<file path="config.mk">
export PLATFORM = sky130hd
export DESIGN_NAME = stillness_detector_core_flat
export DESIGN_NICKNAME = d
export VERILOG_FILES = /design/src/sv/sd_pkg.sv /design/src/sv/sd_if.sv /design/src/sv/sd_motion.sv /design/src/sv/stillness_detector_core.sv /design/src/flat_wrapper.sv
export SDC_FILE = /design/constraint.sdc
export NUM_CORES = 2
export LEC_CHECK = 0
export ABC_AREA = 0
export ABC_CLOCK_PERIOD_IN_PS = 12200
export BUFFER_PORTS_ARGS = -buffer_cell sky130_fd_sc_hd__buf_2
export CORE_MARGIN = 3
export CORE_UTILIZATION = 40
export DETAILED_ROUTE_END_ITERATION = 10
export GPL_ROUTABILITY_DRIVEN = 0
export GPL_TIMING_DRIVEN = 1
export PLACE_DENSITY = 0.66
export SYNTH_ARGS = -nofsm -noshare
export SYNTH_HDL_FRONTEND = slang
export SYNTH_SLANG_ARGS = --single-unit
</file>
<file path="constraint.sdc">
create_clock -name clk -period 12.2 [get_ports clk]
set_clock_uncertainty 0.2 [all_clocks]
set_input_delay 0 -clock clk [delete_from_list [all_inputs] [get_ports clk]]
set_output_delay 0 -clock clk [all_outputs]
set_load 0.01 [all_outputs]
</file>
<file path="src/sv/sd_pkg.sv">
// Shared types and constants for the stillness detector.
`timescale 1ns / 1ps

package sd_pkg;

    // One standard gravity in Q8.8 m/s^2
    localparam int unsigned G_Q8_8    = 2511;
    localparam int unsigned US_PER_MS = 1000;

    localparam int CFG_IDX_W  = 2;
    localparam int CFG_DATA_W = 16;
    localparam int ACCEL_W    = 16;
    localparam int TIME_W     = 32;
    localparam int SQ_W       = 31;   // square of a 16-bit signed value
    localparam int REF_W      = 33;   // g^2 + t^2
    localparam int LIM_W      = 29;   // 2*g*t
    localparam int US_W       = 26;   // 16-bit ms scaled to us
    localparam int ERR_W      = 9;
    localparam int MAXERR_W   = 8;

    typedef enum logic [CFG_IDX_W-1:0] {
        CFG_TIMEOUT_MS      = 2'd0,
        CFG_MIN_STILL_MS    = 2'd1,
        CFG_STILL_THRESHOLD = 2'd2,
        CFG_MAX_ERRORS      = 2'd3
    } cfg_idx_t;

    typedef enum logic [2:0] {
        OUT_RUNNING  = 3'd0,
        OUT_STILL    = 3'd1,
        OUT_MOVED    = 3'd2,
        OUT_DEADLINE = 3'd3,
        OUT_ERRORS   = 3'd4,
        OUT_IDLE     = 3'd5
    } outcome_t;

    typedef enum logic {
        CMD_START  = 1'b0,
        CMD_SAMPLE = 1'b1
    } command_t;

    localparam logic [REF_W-1:0]    THR_REF_RESET   = REF_W'(G_Q8_8 * G_Q8_8 + 26 * 26);
    localparam logic [LIM_W-1:0]    THR_LIM_RESET   = LIM_W'(2 * G_Q8_8 * 26);
    localparam logic [REF_W-1:0]    G_SQ            = REF_W'(G_Q8_8 * G_Q8_8);
    localparam logic [LIM_W-1:0]    TWO_G           = LIM_W'(2 * G_Q8_8);
    localparam logic [US_W-1:0]     TIMEOUT_US_RESET   = US_W'(1000 * US_PER_MS);
    localparam logic [US_W-1:0]     MIN_STILL_US_RESET = US_W'(500 * US_PER_MS);
    localparam logic [MAXERR_W-1:0] MAX_ERRORS_RESET   = 8'd100;

endpackage

</file>
<file path="src/sv/sd_if.sv">
// Handshake channels of the stillness detector: sample requests, results, configuration.
`timescale 1ns / 1ps

interface sd_item_if
    import sd_pkg::*;
();
    logic                      valid;
    logic                      ready;
    logic                      command;
    logic                      sample_valid;
    logic signed [ACCEL_W-1:0] accel_x;
    logic signed [ACCEL_W-1:0] accel_y;
    logic signed [ACCEL_W-1:0] accel_z;
    logic [TIME_W-1:0]         now_us;

    modport source (output valid, command, sample_valid, accel_x, accel_y, accel_z, now_us,
                    input ready);
    modport sink   (input valid, command, sample_valid, accel_x, accel_y, accel_z, now_us,
                    output ready);
endinterface

interface sd_result_if
    import sd_pkg::*;
();
    logic     valid;
    logic     ready;
    logic     check_done;
    logic     is_still;
    outcome_t outcome;

    modport source (output valid, check_done, is_still, outcome, input ready);
    modport sink   (input valid, check_done, is_still, outcome, output ready);
endinterface

interface sd_cfg_if
    import sd_pkg::*;
();
    logic                  valid;
    logic                  ready;
    logic [CFG_IDX_W-1:0]  index;
    logic [CFG_DATA_W-1:0] data;

    modport source (output valid, index, data, input ready);
    modport sink   (input valid, index, data, output ready);
endinterface

</file>
<file path="src/sv/sd_motion.sv">
// Motion test: compares the squared acceleration magnitude against the band around one g.
`timescale 1ns / 1ps

module sd_motion
    import sd_pkg::*;
(
    input  logic [SQ_W-1:0]  sq_x,
    input  logic [SQ_W-1:0]  sq_y,
    input  logic [SQ_W-1:0]  sq_z,
    input  logic [REF_W-1:0] thr_ref,
    input  logic [LIM_W-1:0] thr_lim,
    output logic             moving
);

    logic [TIME_W-1:0]       sum;
    logic signed [REF_W:0]   diff;
    logic [REF_W:0]          mag;

    always_comb
    begin
        sum  = {1'b0, sq_x} + {1'b0, sq_y} + {1'b0, sq_z};
        diff = $signed({2'b00, sum}) - $signed({1'b0, thr_ref});
        // |x^2+y^2+z^2 - g^2 - t^2| > 2*g*t
        mag  = diff[REF_W] ? $unsigned(-diff) : $unsigned(diff);
        moving = mag > {{(REF_W + 1 - LIM_W){1'b0}}, thr_lim};
    end

endmodule

</file>
<file path="src/sv/stillness_detector_core.sv">
// Stillness detector top level: config registers, sample register, check state, result register.
// A request is held in the input register, then evaluated, and its result is written to the
// result register. Throughput: one request per cycle while the result side is not stalled,
// limited by the single state update that each request makes in the evaluation stage. rst_n
// (async, low) clears the check state and restores the register defaults: timeout 1000 ms,
// still run 500 ms, threshold 26 (Q8.8), error limit 100.
`timescale 1ns / 1ps

module stillness_detector_core
    import sd_pkg::*;
(
    input  logic          clk,
    input  logic          rst_n,
    sd_cfg_if.sink        cfg,
    sd_item_if.sink       item,
    sd_result_if.source   result
);

    // Configuration, kept in the scaled form the datapath uses
    logic [US_W-1:0]     timeout_us_reg;
    logic [US_W-1:0]     min_still_us_reg;
    logic [REF_W-1:0]    thr_ref_reg;
    logic [LIM_W-1:0]    thr_lim_reg;
    logic [MAXERR_W-1:0] max_errors_reg;

    logic [TIME_W-1:0]   t_sq;

    // Input register
    logic              s1_valid_reg;
    logic              s1_command_reg;
    logic              s1_sample_valid_reg;
    logic [SQ_W-1:0]   s1_sq_x_reg;
    logic [SQ_W-1:0]   s1_sq_y_reg;
    logic [SQ_W-1:0]   s1_sq_z_reg;
    logic [TIME_W-1:0] s1_now_reg;
    logic signed [2*ACCEL_W-1:0] sq_x_full;
    logic signed [2*ACCEL_W-1:0] sq_y_full;
    logic signed [2*ACCEL_W-1:0] sq_z_full;

    // Check state
    logic              active_reg,   active_next;
    logic [TIME_W-1:0] deadline_reg, deadline_next;
    logic              run_seen_reg, run_seen_next;
    logic [TIME_W-1:0] run_start_reg, run_start_next;
    logic [ERR_W-1:0]  tally_reg,    tally_next;

    // Result register
    logic     out_valid_reg;
    logic     out_done_reg;
    logic     out_still_reg;
    outcome_t out_code_reg, out_code_next;

    logic              advance;
    logic              take;
    logic              moving;
    logic              single;
    logic [TIME_W-1:0] since_deadline;
    logic [TIME_W-1:0] run_len;

    assign cfg.ready = 1'b1;
    assign t_sq      = 32'(cfg.data) * 32'(cfg.data);

    always_ff @(posedge clk or negedge rst_n)
    begin
        if (!rst_n)
        begin
            timeout_us_reg   <= TIMEOUT_US_RESET;
            min_still_us_reg <= MIN_STILL_US_RESET;
            thr_ref_reg      <= THR_REF_RESET;
            thr_lim_reg      <= THR_LIM_RESET;
            max_errors_reg   <= MAX_ERRORS_RESET;
        end
        else if (cfg.valid)
        begin
            unique case (cfg_idx_t'(cfg.index))
                CFG_TIMEOUT_MS:
                    timeout_us_reg <= US_W'(cfg.data) * US_W'(US_PER_MS);
                CFG_MIN_STILL_MS:
                    min_still_us_reg <= US_W'(cfg.data) * US_W'(US_PER_MS);
                CFG_STILL_THRESHOLD:
                begin
                    thr_ref_reg <= {1'b0, t_sq} + G_SQ;
                    thr_lim_reg <= LIM_W'(cfg.data) * TWO_G;
                end
                CFG_MAX_ERRORS:
                    max_errors_reg <= cfg.data[MAXERR_W-1:0];
                default: ;
            endcase
        end
    end

    // Evaluate the held request when the result register is free or being drained
    assign advance    = s1_valid_reg && (!out_valid_reg || result.ready);
    assign item.ready = !s1_valid_reg || advance;
    assign take       = item.valid && item.ready;

    assign sq_x_full = item.accel_x * item.accel_x;
    assign sq_y_full = item.accel_y * item.accel_y;
    assign sq_z_full = item.accel_z * item.accel_z;

    always_ff @(posedge clk or negedge rst_n)
    begin
        if (!rst_n)
        begin
            s1_valid_reg <= 1'b0;
        end
        else if (item.ready)
        begin
            s1_valid_reg <= item.valid;
        end
    end

    always_ff @(posedge clk)
    begin
        if (take)
        begin
            s1_command_reg      <= item.command;
            s1_sample_valid_reg <= item.sample_valid;
            s1_sq_x_reg         <= sq_x_full[SQ_W-1:0];
            s1_sq_y_reg         <= sq_y_full[SQ_W-1:0];
            s1_sq_z_reg         <= sq_z_full[SQ_W-1:0];
            s1_now_reg          <= item.now_us;
        end
    end

    sd_motion u_motion (
        .sq_x    (s1_sq_x_reg),
        .sq_y    (s1_sq_y_reg),
        .sq_z    (s1_sq_z_reg),
        .thr_ref (thr_ref_reg),
        .thr_lim (thr_lim_reg),
        .moving  (moving)
    );

    assign single         = (min_still_us_reg == '0);
    assign since_deadline = s1_now_reg - deadline_reg;
    assign run_len        = s1_now_reg - run_start_reg;

    always_comb
    begin
        active_next    = active_reg;
        deadline_next  = deadline_reg;
        run_seen_next  = run_seen_reg;
        run_start_next = run_start_reg;
        tally_next     = tally_reg;
        out_code_next  = OUT_RUNNING;

        if (command_t'(s1_command_reg) == CMD_START)
        begin
            // Rearm
            active_next    = 1'b1;
            deadline_next  = s1_now_reg + TIME_W'(timeout_us_reg);
            run_seen_next  = 1'b0;
            run_start_next = '0;
            tally_next     = '0;
        end
        else if (!active_reg)
        begin
            out_code_next = OUT_IDLE;
        end
        else if (!since_deadline[TIME_W-1])
        begin
            out_code_next = OUT_DEADLINE;
        end
        else if (!s1_sample_valid_reg)
        begin
            tally_next = tally_reg + 1'b1;
            if (tally_next > {1'b0, max_errors_reg})
            begin
                out_code_next = OUT_ERRORS;
            end
        end
        else if (moving)
        begin
            if (single)
            begin
                out_code_next = OUT_MOVED;
            end
            else
            begin
                run_seen_next = 1'b0;
            end
        end
        else if (single)
        begin
            out_code_next = OUT_STILL;
        end
        else if (!run_seen_reg)
        begin
            run_seen_next  = 1'b1;
            run_start_next = s1_now_reg;
        end
        else if (run_len >= TIME_W'(min_still_us_reg))
        begin
            out_code_next = OUT_STILL;
        end

        case (out_code_next)
            OUT_STILL, OUT_MOVED, OUT_DEADLINE, OUT_ERRORS:
                active_next = 1'b0;
            default: ;
        endcase
    end

    always_ff @(posedge clk or negedge rst_n)
    begin
        if (!rst_n)
        begin
            active_reg    <= 1'b0;
            deadline_reg  <= '0;
            run_seen_reg  <= 1'b0;
            run_start_reg <= '0;
            tally_reg     <= '0;
            out_valid_reg <= 1'b0;
        end
        else
        begin
            if (advance)
            begin
                active_reg    <= active_next;
                deadline_reg  <= deadline_next;
                run_seen_reg  <= run_seen_next;
                run_start_reg <= run_start_next;
                tally_reg     <= tally_next;
                out_valid_reg <= 1'b1;
            end
            else if (result.ready)
            begin
                out_valid_reg <= 1'b0;
            end
        end
    end

    always_ff @(posedge clk)
    begin
        if (advance)
        begin
            out_code_reg  <= out_code_next;
            out_still_reg <= (out_code_next == OUT_STILL);
            out_done_reg  <= (out_code_next == OUT_STILL) || (out_code_next == OUT_MOVED) ||
                             (out_code_next == OUT_DEADLINE) || (out_code_next == OUT_ERRORS);
        end
    end

    assign result.valid      = out_valid_reg;
    assign result.check_done = out_done_reg;
    assign result.is_still   = out_still_reg;
    assign result.outcome    = out_code_reg;

endmodule

</file>
<file path="src/flat_wrapper.sv">
// flat-port wrapper written by rule: the top's interface ports become plain ports
module stillness_detector_core_flat import sd_pkg::*;
  (clk, rst_n, cfg_valid, cfg_index, cfg_data, cfg_ready, item_valid, item_command, item_sample_valid, item_accel_x, item_accel_y, item_accel_z, item_now_us, item_ready, result_valid, result_check_done, result_is_still, result_outcome, result_ready);
  sd_cfg_if cfg_i ();
  sd_item_if item_i ();
  sd_result_if result_i ();
  input  logic clk;
  input  logic rst_n;
  input wire logic [$bits(cfg_i.valid)-1:0] cfg_valid;
  input wire logic [$bits(cfg_i.index)-1:0] cfg_index;
  input wire logic [$bits(cfg_i.data)-1:0] cfg_data;
  output wire logic [$bits(cfg_i.ready)-1:0] cfg_ready;
  input wire logic [$bits(item_i.valid)-1:0] item_valid;
  input wire logic [$bits(item_i.command)-1:0] item_command;
  input wire logic [$bits(item_i.sample_valid)-1:0] item_sample_valid;
  input wire logic [$bits(item_i.accel_x)-1:0] item_accel_x;
  input wire logic [$bits(item_i.accel_y)-1:0] item_accel_y;
  input wire logic [$bits(item_i.accel_z)-1:0] item_accel_z;
  input wire logic [$bits(item_i.now_us)-1:0] item_now_us;
  output wire logic [$bits(item_i.ready)-1:0] item_ready;
  output wire logic [$bits(result_i.valid)-1:0] result_valid;
  output wire logic [$bits(result_i.check_done)-1:0] result_check_done;
  output wire logic [$bits(result_i.is_still)-1:0] result_is_still;
  output wire logic [$bits(result_i.outcome)-1:0] result_outcome;
  input wire logic [$bits(result_i.ready)-1:0] result_ready;
  assign cfg_i.valid = cfg_valid;
  assign cfg_i.index = cfg_index;
  assign cfg_i.data = cfg_data;
  assign cfg_ready = cfg_i.ready;
  assign item_i.valid = item_valid;
  assign item_i.command = item_command;
  assign item_i.sample_valid = item_sample_valid;
  assign item_i.accel_x = item_accel_x;
  assign item_i.accel_y = item_accel_y;
  assign item_i.accel_z = item_accel_z;
  assign item_i.now_us = item_now_us;
  assign item_ready = item_i.ready;
  assign result_valid = result_i.valid;
  assign result_check_done = result_i.check_done;
  assign result_is_still = result_i.is_still;
  assign result_outcome = result_i.outcome;
  assign result_i.ready = result_ready;
  stillness_detector_core u_core (.clk(clk), .rst_n(rst_n), .cfg(cfg_i), .item(item_i), .result(result_i));
endmodule
</file>
==> flow_summary.ini <==
[finish]
largest_register_ff_count = 33
final_common_cell = inv_1
n_fill_cell = 14090
final_nets = 8179
final_cell_mix = 1482 x inv_1, 1007 x fa_1, 702 x ha_1
multi_input_area_um2 = 44480
drive_above_1_share_pct = 4.661
synthToLayoutAreaGrowth_pct = 7.868
ff_latch_area_um2 = 8696

[worst_setup_path]
cp_common_cell = a21o_1
required_ns = 12.51
start_kind = flip-flop
crit_path_end_kind = flip-flop
cpMaxStageDelayCell = nor3_4
crit_arrival_ns = 10.32
critical_path_peak_fanout = 29
worstSetupPathType = reg -> reg
max_stage_delay_ns = 0.90

[synth]
synthArstFlopShare_pct = 59.69
ys_types = 100
synth_top_area_share_pct = 33.99
syn_inst = 6253
ys_seq_area_share_pct = 14.66
synth_enable_flop_cells = 129
synth-main-ff-cell = dfrtp_1
post_synth.cell_area_avg_um2 = 9.484
synth-seq-cells = 320
yosys.area.top_type = fa_1
synth.area.top_cells = fa_1 34%, ha_1 15%, inv_1 9.4%, dfrtp_1 6.6%, edfxtp_1 6.5%
ys_warn_count = 0
syn_area_um2 = 59300

[route]
drtAntennaViolNets = 0
drt-total-wl_um = 136100
drt_iter0_drc = 2096
dr.pass1.iters = 7
routedWlPerCell_um = 16.37
via_per_inst = 5.043
drcViolationCount = 0
vias = 41920

[run_status]
status = finished clean

[clock_network]
cts_resized = 0
clock_latency_ns = 0.58
cts_setup_buffers = 0
cts_tree = built
cts.sinks = 320
clockRootBuffer = clkbuf_16
numCtsBuffers = 37
clk_pin_slew_ns = 0.06
clockBufferDepth = 3
cts_htree_levels = 2

[job]
cap_viol_max_count = 0

[timing]
drv_slew = 0
finalSetupViolCount = 0
slew_headroom_pct = 20.00
worstMarginPinSlew_ns = 1.170
fmax_mhz = 99.94
hold_viol = 0
fin_crit_ns = 10.01
tns_ns = 0
period_share_pct = 82.01
rsz0062_at_grt = false

[floorplanning]
dieArea_um2 = 152900
fp.coreArea_um2 = 146400
initial_core_util_pct = 40.50
boundaryPins = 113
fp.dieW_um = 391.0
die_h_um = 391.0
num_rows = 140

[min_path]
worst_hold_path_type = in -> reg

[global_route]
grt_overflow = 0
grt_max_degree = 112
globalRouteTotalUtil_pct = 18.38
grt_pass1_wl_um = 229700
antenna_found_initial = 4
first_global_vias = 45620

[place]
dp_hpwl_um = 112600
io_buffers = 111
==> stage by stage <==
step	cells	area, um2	setup WS (ns)	util [%]	hold slack [ns]
after floorplan	6255	59310	3.549	-	-0.4956
after global placement	8152	61790	2.374	42.20	-0.02114
after detailed placement	8152	61790	2.238	42.20	-0.02164
after CTS	8311	63960	2.214	43.68	0.04713
after global routing	8313	63970	1.392	43.68	0.1295
final	8313	63970	2.194	43.68	0.08935
==> repair_timing <==
action	in CTS	in global routing
endpoints found under the setup margin	0	0
endpoints found under the hold margin	248	0
hold buffers	91	0
==> cell usage after synthesis, types with 42 or more instances <==
cell / count
o21ai_0: 237
nand2_1: 518
a22o_1: 42
nand3_1: 55
o21a_1: 45
ha_1: 702
nor2b_1: 45
xnor2_1: 206
edfxtp_1: 129
fa_1: 1007
xor2_1: 100
and2_1: 191
nor3_1: 53
a21o_1: 112
clkbuf_1: 122
nor2_1: 249
inv_1: 1482
dfrtp_1: 157
nand2b_1: 62
a21oi_1: 209
==> routing by layer <==
layer / routed length, um / GRT usage (%) / part of all wire (%) / vias up
li1: - / - / - / 19990
met1: 58140 / 23.29 / 43 / 21040
met2: 69880 / 33.61 / 51 / 697
met3: 4553 / 1.710 / 3.3 / 188
met4: 3468 / 4.465 / 2.5 / 4
met5: 14 / 0 / 0.010 / -
==> logic make-up (layout without fill, tap and decap cells) <==
| family | after synthesis | in the layout | share of synthesized area [%] |
|---|---|---|---|
| other | 2 | 6 | 0.01266 |
| AO/OA/AOI/OAI | 904 | 904 | 9.978 |
| flip-flops | 320 | 320 | 14.66 |
| XOR/XNOR | 306 | 306 | 4.519 |
| adder cells (fa/ha/maj) | 1709 | 1709 | 48.81 |
| buffers and inverters | 1627 | 1766 | 10.38 |
| AND/OR/NAND/NOR | 1354 | 1354 | 11.06 |
| multiplexers | 31 | 31 | 0.5802 |
==> cell type report <==
type                    count  area share [%]
multi-input cells        4308           69.53
flip-flops and latches    320           13.59
inverters                1485           8.714
well taps                1917           3.750
repair buffers            213           2.463
clock buffers              49           1.565
clock inverters            19          0.3736
diodes                      2        0.007824
==> path summary, 6_finish.rpt <==
| path | start | end | slack, ns | depth (start not counted) |
|---|---|---|---|---|
| min in group asynchronous | rst_n | u_core.tally_reg[0] | 0.32 | 3 |
| max in group asynchronous | rst_n | u_core.thr_ref_reg[27] | 10.16 | 4 |
| max reg2reg | u_core.s1_sq_z_reg[6] | u_core.run_start_reg[4] | 2.19 | 35 |
| max | u_core.s1_sq_z_reg[6] | u_core.run_start_reg[4] | 2.19 | 35 |
| min | result_ready | u_core.result.valid | 0.09 | 4 |
| min reg2reg | u_core.deadline_reg[29] | u_core.deadline_reg[29] | 0.28 | 2 |
==> critical path, delay by kind of cell (launching register included) <==
| family | cells | cell delay, ns |
|---|---|---|
| AO/OA/AOI/OAI | 25 | 6.11 |
| XOR/XNOR | 2 | 0.32 |
| adder cells (fa/ha/maj) | 4 | 1.24 |
| flip-flops | 1 | 0.39 |
| AND/OR/NAND/NOR | 4 | 1.67 |
Power is not shown: default switching activity piles up to over one toggle a cycle in this logic, so the estimate is an artifact.
